[src/sv/assert_macros.svh]
// Assertion macros used by the handle table controller
`ifndef ASSERT_MACROS_SVH
`define ASSERT_MACROS_SVH

// property that must hold at every clock edge out of reset
`define ASSERT_CLK(lbl, prop) \
	lbl: assert property (@(posedge clk) disable iff (!arst_n) (prop)) \
	else $error("assertion failed");

// expression that must never be true out of reset
`define ASSERT_NEVER(lbl, expr) \
	lbl: assert property (@(posedge clk) disable iff (!arst_n) !(expr)) \
	else $error("forbidden condition seen");

`endif

[src/sv/ght_pkg.sv]
// Types and constants of the generational handle table
package ght_pkg;

	localparam int INDEX_BITS  = 10;
	localparam int AGE_BITS    = 6;
	localparam int OBJECT_BITS = 32;
	localparam int SLOT_COUNT  = 1 << INDEX_BITS;

	localparam logic [INDEX_BITS-1:0] LAST_SLOT = '1;

	localparam logic [1:0] CMD_CREATE  = 2'd0;
	localparam logic [1:0] CMD_DESTROY = 2'd1;
	localparam logic [1:0] CMD_LOOKUP  = 2'd2;

	localparam logic [1:0] STATUS_OK     = 2'd0;
	localparam logic [1:0] STATUS_NULL   = 2'd1;
	localparam logic [1:0] STATUS_NOSLOT = 2'd2;
	localparam logic [1:0] STATUS_STALE  = 2'd3;

	localparam logic [1:0] BR_NONE   = 2'd0;
	localparam logic [1:0] BR_RECORD = 2'd1;
	localparam logic [1:0] BR_CLEAR  = 2'd2;

	typedef struct packed {
		logic [1:0]             cmd;
		logic [INDEX_BITS-1:0]  handle_index;
		logic [AGE_BITS-1:0]    handle_age;
		logic [OBJECT_BITS-1:0] object_id;
		logic                   object_has_slot;
		logic [INDEX_BITS-1:0]  object_slot;
	} req_t;

	typedef struct packed {
		logic [1:0]             status;
		logic [INDEX_BITS-1:0]  out_index;
		logic [AGE_BITS-1:0]    out_age;
		logic [OBJECT_BITS-1:0] out_object;
		logic [1:0]             back_ref_action;
	} rsp_t;

	typedef struct packed {
		logic                in_use;
		logic [AGE_BITS-1:0] age;
	} slot_t;

	typedef struct packed {
		logic clear_wr;
		logic load;
		logic commit;
	} ctrl_cmd_t;

	typedef struct packed {
		logic clear_done;
	} dp_status_t;

	typedef enum logic [1:0] {
		S_CLEAR,
		S_IDLE,
		S_EXEC
	} state_t;

endpackage

[src/sv/ght_ctrl.sv]
// Controller of the handle table: clearing pass, request sequencing, result valid
`include "assert_macros.svh"

module ght_ctrl (
	input  logic                clk,
	input  logic                arst_n,
	input  logic                req_valid,
	output logic                req_stall,
	output logic                rsp_valid,
	input  logic                rsp_stall,
	input  ght_pkg::dp_status_t dp_status,
	output ght_pkg::ctrl_cmd_t  ctrl_cmd
);

	ght_pkg::state_t state_q, state_d;
	logic            rsp_valid_q, rsp_valid_d;

	always_ff @(posedge clk or negedge arst_n) begin
		if (!arst_n) begin
			state_q     <= ght_pkg::S_CLEAR;
			rsp_valid_q <= 1'b0;
		end else begin
			state_q     <= state_d;
			rsp_valid_q <= rsp_valid_d;
		end
	end

	always_comb begin
		state_d           = state_q;
		ctrl_cmd          = '0;
		req_stall         = 1'b1;
		rsp_valid_d       = rsp_valid_q && rsp_stall;
		unique case (state_q)
			ght_pkg::S_CLEAR: begin
				ctrl_cmd.clear_wr = 1'b1;
				if (dp_status.clear_done) begin
					state_d = ght_pkg::S_IDLE;
				end
			end
			ght_pkg::S_IDLE: begin
				req_stall = 1'b0;
				if (req_valid) begin
					ctrl_cmd.load = 1'b1;
					state_d       = ght_pkg::S_EXEC;
				end
			end
			ght_pkg::S_EXEC: begin
				if (!rsp_valid_q || !rsp_stall) begin
					ctrl_cmd.commit = 1'b1;
					rsp_valid_d     = 1'b1;
					state_d         = ght_pkg::S_IDLE;
				end
			end
			default: begin
				state_d = ght_pkg::S_CLEAR;
			end
		endcase
	end

	assign rsp_valid = rsp_valid_q;

	`ASSERT_NEVER(a_commit_during_clear, ctrl_cmd.commit && ctrl_cmd.clear_wr)
	`ASSERT_CLK(a_commit_shows_result, ctrl_cmd.commit |=> rsp_valid)
	`ASSERT_CLK(a_no_back_to_back_load, ctrl_cmd.load |=> !ctrl_cmd.load)

endmodule

[config.mk]
export PLATFORM = sky130hd
export DESIGN_NAME = ght_ctrl
export DESIGN_NICKNAME = d
export VERILOG_FILES = /design/src/sv/ght_pkg.sv /design/src/sv/ght_ctrl.sv
export VERILOG_INCLUDE_DIRS = /design/src /design/src/sv
export SDC_FILE = /design/constraint.sdc
export NUM_CORES = 1
export LEC_CHECK = 0
export ABC_CLOCK_PERIOD_IN_PS = 900
export BUFFER_PORTS_ARGS = -buffer_cell sky130_fd_sc_hd__buf_4
export CORE_AREA = 2 2 39 41
export CTS_CLUSTER_DIAMETER = 60
export DETAILED_ROUTE_END_ITERATION = 8
export DIE_AREA = 0 0 41 43
export HOLD_SLACK_MARGIN = 0.15
export PLACE_DENSITY = 0.34
export SYNTH_ARGS = -nofsm -noshare
export SYNTH_HDL_FRONTEND = slang
export SYNTH_SLANG_ARGS = --single-unit
export TNS_END_PERCENT = 10
[constraint.sdc]
create_clock -name clk -period 0.9 [get_ports clk]
set_clock_uncertainty 0.1 [all_clocks]
set_input_delay 0.135 -clock clk [delete_from_list [all_inputs] [get_ports clk]]
set_output_delay 0.135 -clock clk [all_outputs]
set_load 0.02 [all_outputs]
==> results.py, run 1 <==
metrics = {
    "worst_setup_path": {
        "crit_slowest_cell": "dfrtp_2",
        "crit_arrival_ns": 1.05,
        "critPathRequiredTime_ns": 0.66,
        "crit_buf_inv": 1,
        "critPathKind": "flip-flop to output port",
        "cp-end-kind": "output port",
        "max_stage_delay_ns": 0.44,
        "path_max_fanout": 4,
        "path_cells": "or2b_4, buf_6",
        "cp_top_family": "flip-flops",
        "critPathLaunchType": "flip-flop",
    },
    "cells_and_area": {
        "n_fill_cell": 159,
        "fin_area_um2": 423,
        "utilization_pct": 30.6,
        "nNetsFinal": 44,
        "drive_above_1_share_pct": 81.6,
        "register_area_um2": 77.6,
        "num_antenna_cells": 0,
        "multi_input_area_um2": 128,
        "areaGrowthSynthToFinish_pct": 177,
    },
    "clock_network": {
        "insertion_delay_ns": 0.23,
        "ctsLongestPathBuffers": 2,
        "cts_made_buffers": 3,
        "clk_pin_slew_worst_paths_ns": 0.04,
        "holdBufCountCts": 1,
        "cts_tree": "built",
        "htreeDepth": 1,
        "ctsRootBufferMaster": "clkbuf_4",
        "cts_num_sinks": 3,
    },
    "placed_design": {
        "port_buffers": 9,
        "place_area_um2": 314,
        "place_congestion": 0.594,
        "pre_cts_ws_ns": -0.180,
    },
    "timing": {
        "holdWs_ns": 0.0614,
        "setup-violations-final": 8,
        "drv_slew": 0,
        "relSlewSlack_pct": 87.5,
        "period_share_pct": 143,
        "tightest_slew_ns": 0.186,
        "worst_slack_ns": -0.388,
        "rsz0062_at_grt": "yes",
        "finalHoldViolations": 0,
        "post-route-min-period_ns": 1.29,
        "fmax_mhz": 777,
    },
    "power": {
        "total_leakage_power_nw": 0.196,
        "ir_drop_uv": 922,
        "finalPower_mw": 1.53,
        "p_per_area_mw_per_mm2": 3610,
    },
    "global_routing": {
        "track_usage_pct": 7.04,
        "gr-total-overflow": 0,
        "grt_pass1_wl_um": 786,
        "grt_pass1_vias": 217,
        "grt_max_degree": 6,
        "grt_antenna_before_repair": 0,
    },
    "die": {
        "io_pins": 10,
        "dieArea_mm2": 0.00176,
        "coreArea_mm2": 0.00138,
        "start_util_pct": 11.0,
        "row_count": 14,
        "die_w_um": 41,
        "die_y_um": 43,
    },
    "yosys": {
        "muxShareOfSynthArea_pct": 0,
        "yosysWarningCount": 0,
        "synthAdderAreaFrac_pct": 0,
        "synth_top_family_by_area": "simple AND/OR/NAND/NOR gates",
        "ys_types": 9,
        "seq_area_frac_synth_pct": 49.2,
        "yosys.area_share.simple_pct": 36.1,
        "avgSynthCellArea_um2": 9.54,
        "synth-xor-area-share_pct": 0,
        "synthCells": 16,
        "synth_nets": 21,
        "syn_area_um2": 153,
        "synth_compound_area_share_pct": 14.8,
        "ys_seq_elements": 3,
    },
    "detailed_routing": {
        "wl_um": 511,
        "drt_pass1_iterations": 1,
        "drc": 0,
        "via_per_inst": 3.61,
        "routedWlPerCell_um": 9.46,
        "via_count": 195,
        "antenna_left": 0,
        "drt_iter0_drc": 0,
    },
    "status": {
        "violations": "setup timing",
        "outcome": "finished with violations",
    },
    "worst_hold_path": {
        "hp-class": "input pin to flip-flop",
    },
    "job": {
        "cap_violations": 0,
    },
}
-- where the power goes --
group | switching (mW) | total [mW] | internal, mW
Clock | 0.0639 | 0.230 | 0.166
Combinational | 0.411 | 1.02 | 0.611
Sequential | 0.0726 | 0.276 | 0.203
Total | 0.547 | 1.53 | 0.980
-- area by class of cell --
type,count,area share (%)
Clock buffer,4,6.21
Sequential cell,3,18.3
Tap cell,16,4.73
Timing Repair Buffer,18,40.5
Multi-Input combinational cell,13,30.2
-- cells in the mapped netlist (all sizes together) --
cell type / count / share of area, %
and2: 2 / 9.8
dfrtp: 3 / 49
nand2: 3 / 7.4
nand2b: 1 / 4.1
nor2: 4 / 9.8
o22ai: 1 / 4.1
o32ai: 1 / 11
or2b: 1 / 4.9
-- final timing paths --
kind	depth (start not counted)	end	slack, ns	from
max	2	req_stall	-0.39	state_q[1]
min	3	rsp_valid	0.06	rsp_stall
max reg2reg	3	state_q[0]	-0.22	state_q[0]
min reg2reg	1	state_q[1]	0.46	state_q[1]
max in group asynchronous	2	state_q[1]	0.46	arst_n
min in group asynchronous	2	rsp_valid	0.14	arst_n
-- cells by family (layout without fill, tap and decap cells) --
| logic type | Yosys count | in the layout |
|---|---|---|
| AOI/OAI and AO/OA | 2 | 2 |
| DFF | 3 | 3 |
| buffers and inverters | 0 | 22 |
| and+or+nand+nor | 11 | 11 |
-- cells in the final DEF, fill, tap and decap left out --
master / netlist / layout
clkbuf_1: 0 / 1
nand2b_4: 0 / 1
buf_4: 0 / 8
o32ai_4: 0 / 1
nand2_2: 0 / 1
nor2_4: 0 / 3
or2b_4: 0 / 1
nand2_1: 3 / 2
dfrtp_1: 3 / 1
nor2_1: 4 / 1
and2_4: 1 / 2
clkbuf_4: 0 / 3
dfrtp_2: 0 / 2
dlygate4sd3_1: 0 / 1
buf_6: 0 / 9
o22ai_1: 1 / 1
-- timing repair --
action / in CTS / in global routing
cloned: 0 / 0
setup buffers: 2 / 0
resized for setup: 10 / 3
pin swaps: 3 / 1
setup endpoints to repair: 8 / 8
hold endpoints to repair: 6 / 4
-- worst reg2reg max path, cell delays in order (launching register included) --
cell     delay (ns)
dfrtp_1        0.41
buf_4          0.15
and2_4         0.13
o32ai_4        0.23
-- flip-flops by register name, indices dropped and copies added, names as in the netlist --
name,cells
rsp_valid,1
state_q,2
-- stage by stage --
| stage | instances | setup TNS (ns) |
|---|---|---|
| floorplan | 16 | -0.227 |
| global placement | 47 | -0.783 |
| detailed placement | 47 | -0.922 |
| CTS | 54 | -2.23 |
| global route | 54 | -2.39 |
| finish | 54 | -2.07 |
-- routing by layer --
metal	global-route usage, %	routed length, um	vias to the layer above
met5	0	0	-
met4	6.00	0	0
met3	3.14	37	0
met2	10.3	283	8
met1	7.12	191	91
li1	-	-	96
Power figures use the tool's default switching activity.
==> run 2: changes to the inputs <==
- PLACE_DENSITY: 0.34 -> 0.41
- SKIP_CTS_REPAIR_TIMING: unset -> 1
==> results.py, run 2 (synthesis gave the netlist of run 1 again) <==
metrics = {
    "cells_and_area": {
        "multi_input_area_um2": 125,
        "layout_commonest_cell": "buf_6",
        "areaGrowthSynthToFinish_pct": 158,
        "num_antenna_cells": 0,
        "register_area_um2": 77.6,
        "drive_above_1_share_pct": 85.7,
        "layout_common_cells": "8 x buf_6, 6 x buf_4, 3 x nor2_4, 3 x clkbuf_4",
        "n_fill_cell": 156,
        "utilization_pct": 28.5,
        "nNetsFinal": 41,
        "largest-register": "state_q",
        "largest_reg_flops": 2,
        "final_cell_count_no_fill": 51,
    },
    "placed_design": {
        "port_buffers": 9,
        "dp_cells": 46,
        "place_congestion": 0.680,
        "dp_hpwl_um": 364,
    },
    "job": {
        "cap_violations": 0,
    },
    "clock_network": {
        "ctsRootBufferMaster": "clkbuf_4",
        "clk_pin_slew_worst_paths_ns": 0.04,
        "cts_tree": "built",
        "insertion_delay_ns": 0.23,
        "cts_num_sinks": 3,
        "ctsLongestPathBuffers": 2,
        "cts_made_buffers": 3,
        "htreeDepth": 1,
    },
    "detailed_routing": {
        "via_per_inst": 3.67,
        "wl_um": 460,
        "antenna_left": 0,
        "drc": 0,
        "via_count": 187,
        "drt_pass1_iterations": 2,
        "routedWlPerCell_um": 9.02,
        "drt_iter0_drc": 2,
    },
    "timing": {
        "finalHoldViolations": 0,
        "worst_slack_ns": -0.367,
        "drv_slew": 0,
        "post-route-min-period_ns": 1.27,
        "fin_tns_setup_ns": -1.76,
        "setup-violations-final": 8,
        "tightest_slew_ns": 0.187,
        "rsz0062_at_grt": "yes",
        "period_share_pct": 141,
        "relSlewSlack_pct": 87.6,
        "fmax_mhz": 789,
    },
    "worst_setup_path": {
        "critPathLaunchType": "flip-flop",
        "critPathRequiredTime_ns": 0.66,
        "path_max_fanout": 3,
        "critPathKind": "flip-flop to output port",
        "cp-end-kind": "output port",
        "crit_arrival_ns": 1.03,
    },
    "worst_hold_path": {
        "hp-class": "input pin to flip-flop",
    },
    "die": {
        "dieArea_mm2": 0.00176,
        "start_util_pct": 11.0,
        "die_w_um": 41,
        "die_y_um": 43,
        "row_count": 14,
        "io_pins": 10,
        "coreArea_mm2": 0.00138,
    },
    "global_routing": {
        "grt_pass1_wl_um": 752,
        "grt_pass1_vias": 189,
        "grt_antenna_before_repair": 0,
        "track_usage_pct": 6.94,
        "grt_max_degree": 6,
        "gr-total-overflow": 0,
    },
    "power": {
        "ir_drop_uv": 1420,
        "total_leakage_power_nw": 0.182,
        "p_per_area_mw_per_mm2": 3570,
    },
    "status": {
        "outcome": "finished with violations",
        "violations": "setup timing",
    },
}
## run 2: final cells by class
class,count,area share [%]
Tap cell,16,5.08
Multi-Input combinational cell,13,31.7
Sequential cell,3,19.7
Clock buffer,4,6.67
Timing Repair Buffer,15,36.8
## run 2: path summary, 6_finish.rpt
kind	slack, ns	from	to	cells after the start
hold reg to reg	0.53	rsp_valid	rsp_valid	3
hold / removal	0.06	rsp_stall	rsp_valid	3
setup reg to reg	-0.10	state_q[1]	state_q[0]	2
min in group asynchronous	0.13	arst_n	state_q[0]	2
max in group asynchronous	0.46	arst_n	state_q[1]	2
setup / recovery	-0.37	state_q[1]	req_stall	2
## run 2: report_power, final
part	switching [mW]	internal, mW
logic	0.380	0.527
registers	0.0630	0.203
clock network	0.0669	0.166
## run 2: per-stage QoR
stage / area [um2] / setup WS [ns] / total power [mW] / hold slack [ns]
floorplan: 181 / -0.0749 / 0.669 / -0.261
global placement: 307 / -0.145 / 0.992 / -0.173
detailed placement: 307 / -0.142 / 0.995 / -0.169
CTS: 333 / -0.405 / 1.25 / -0.425
global route: 394 / -0.402 / 1.51 / 0.0723
finish: 394 / -0.367 / 1.41 / 0.0629
## run 2: worst max-delay path, stage by stage (launching register included)
cell     delay, ns
dfrtp_2       0.42
or2b_4        0.25
buf_6         0.13
## run 2: metal layers
| layer | part of all wire (%) | track usage (%) | up-vias |
|---|---|---|---|
| met4 | 0 | 6.00 | 0 |
| li1 | - | - | 92 |
| met2 | 44 | 8.44 | 10 |
| met3 | 12 | 4.71 | 0 |
| met1 | 44 | 7.77 | 85 |
| met5 | 0 | 0 | - |
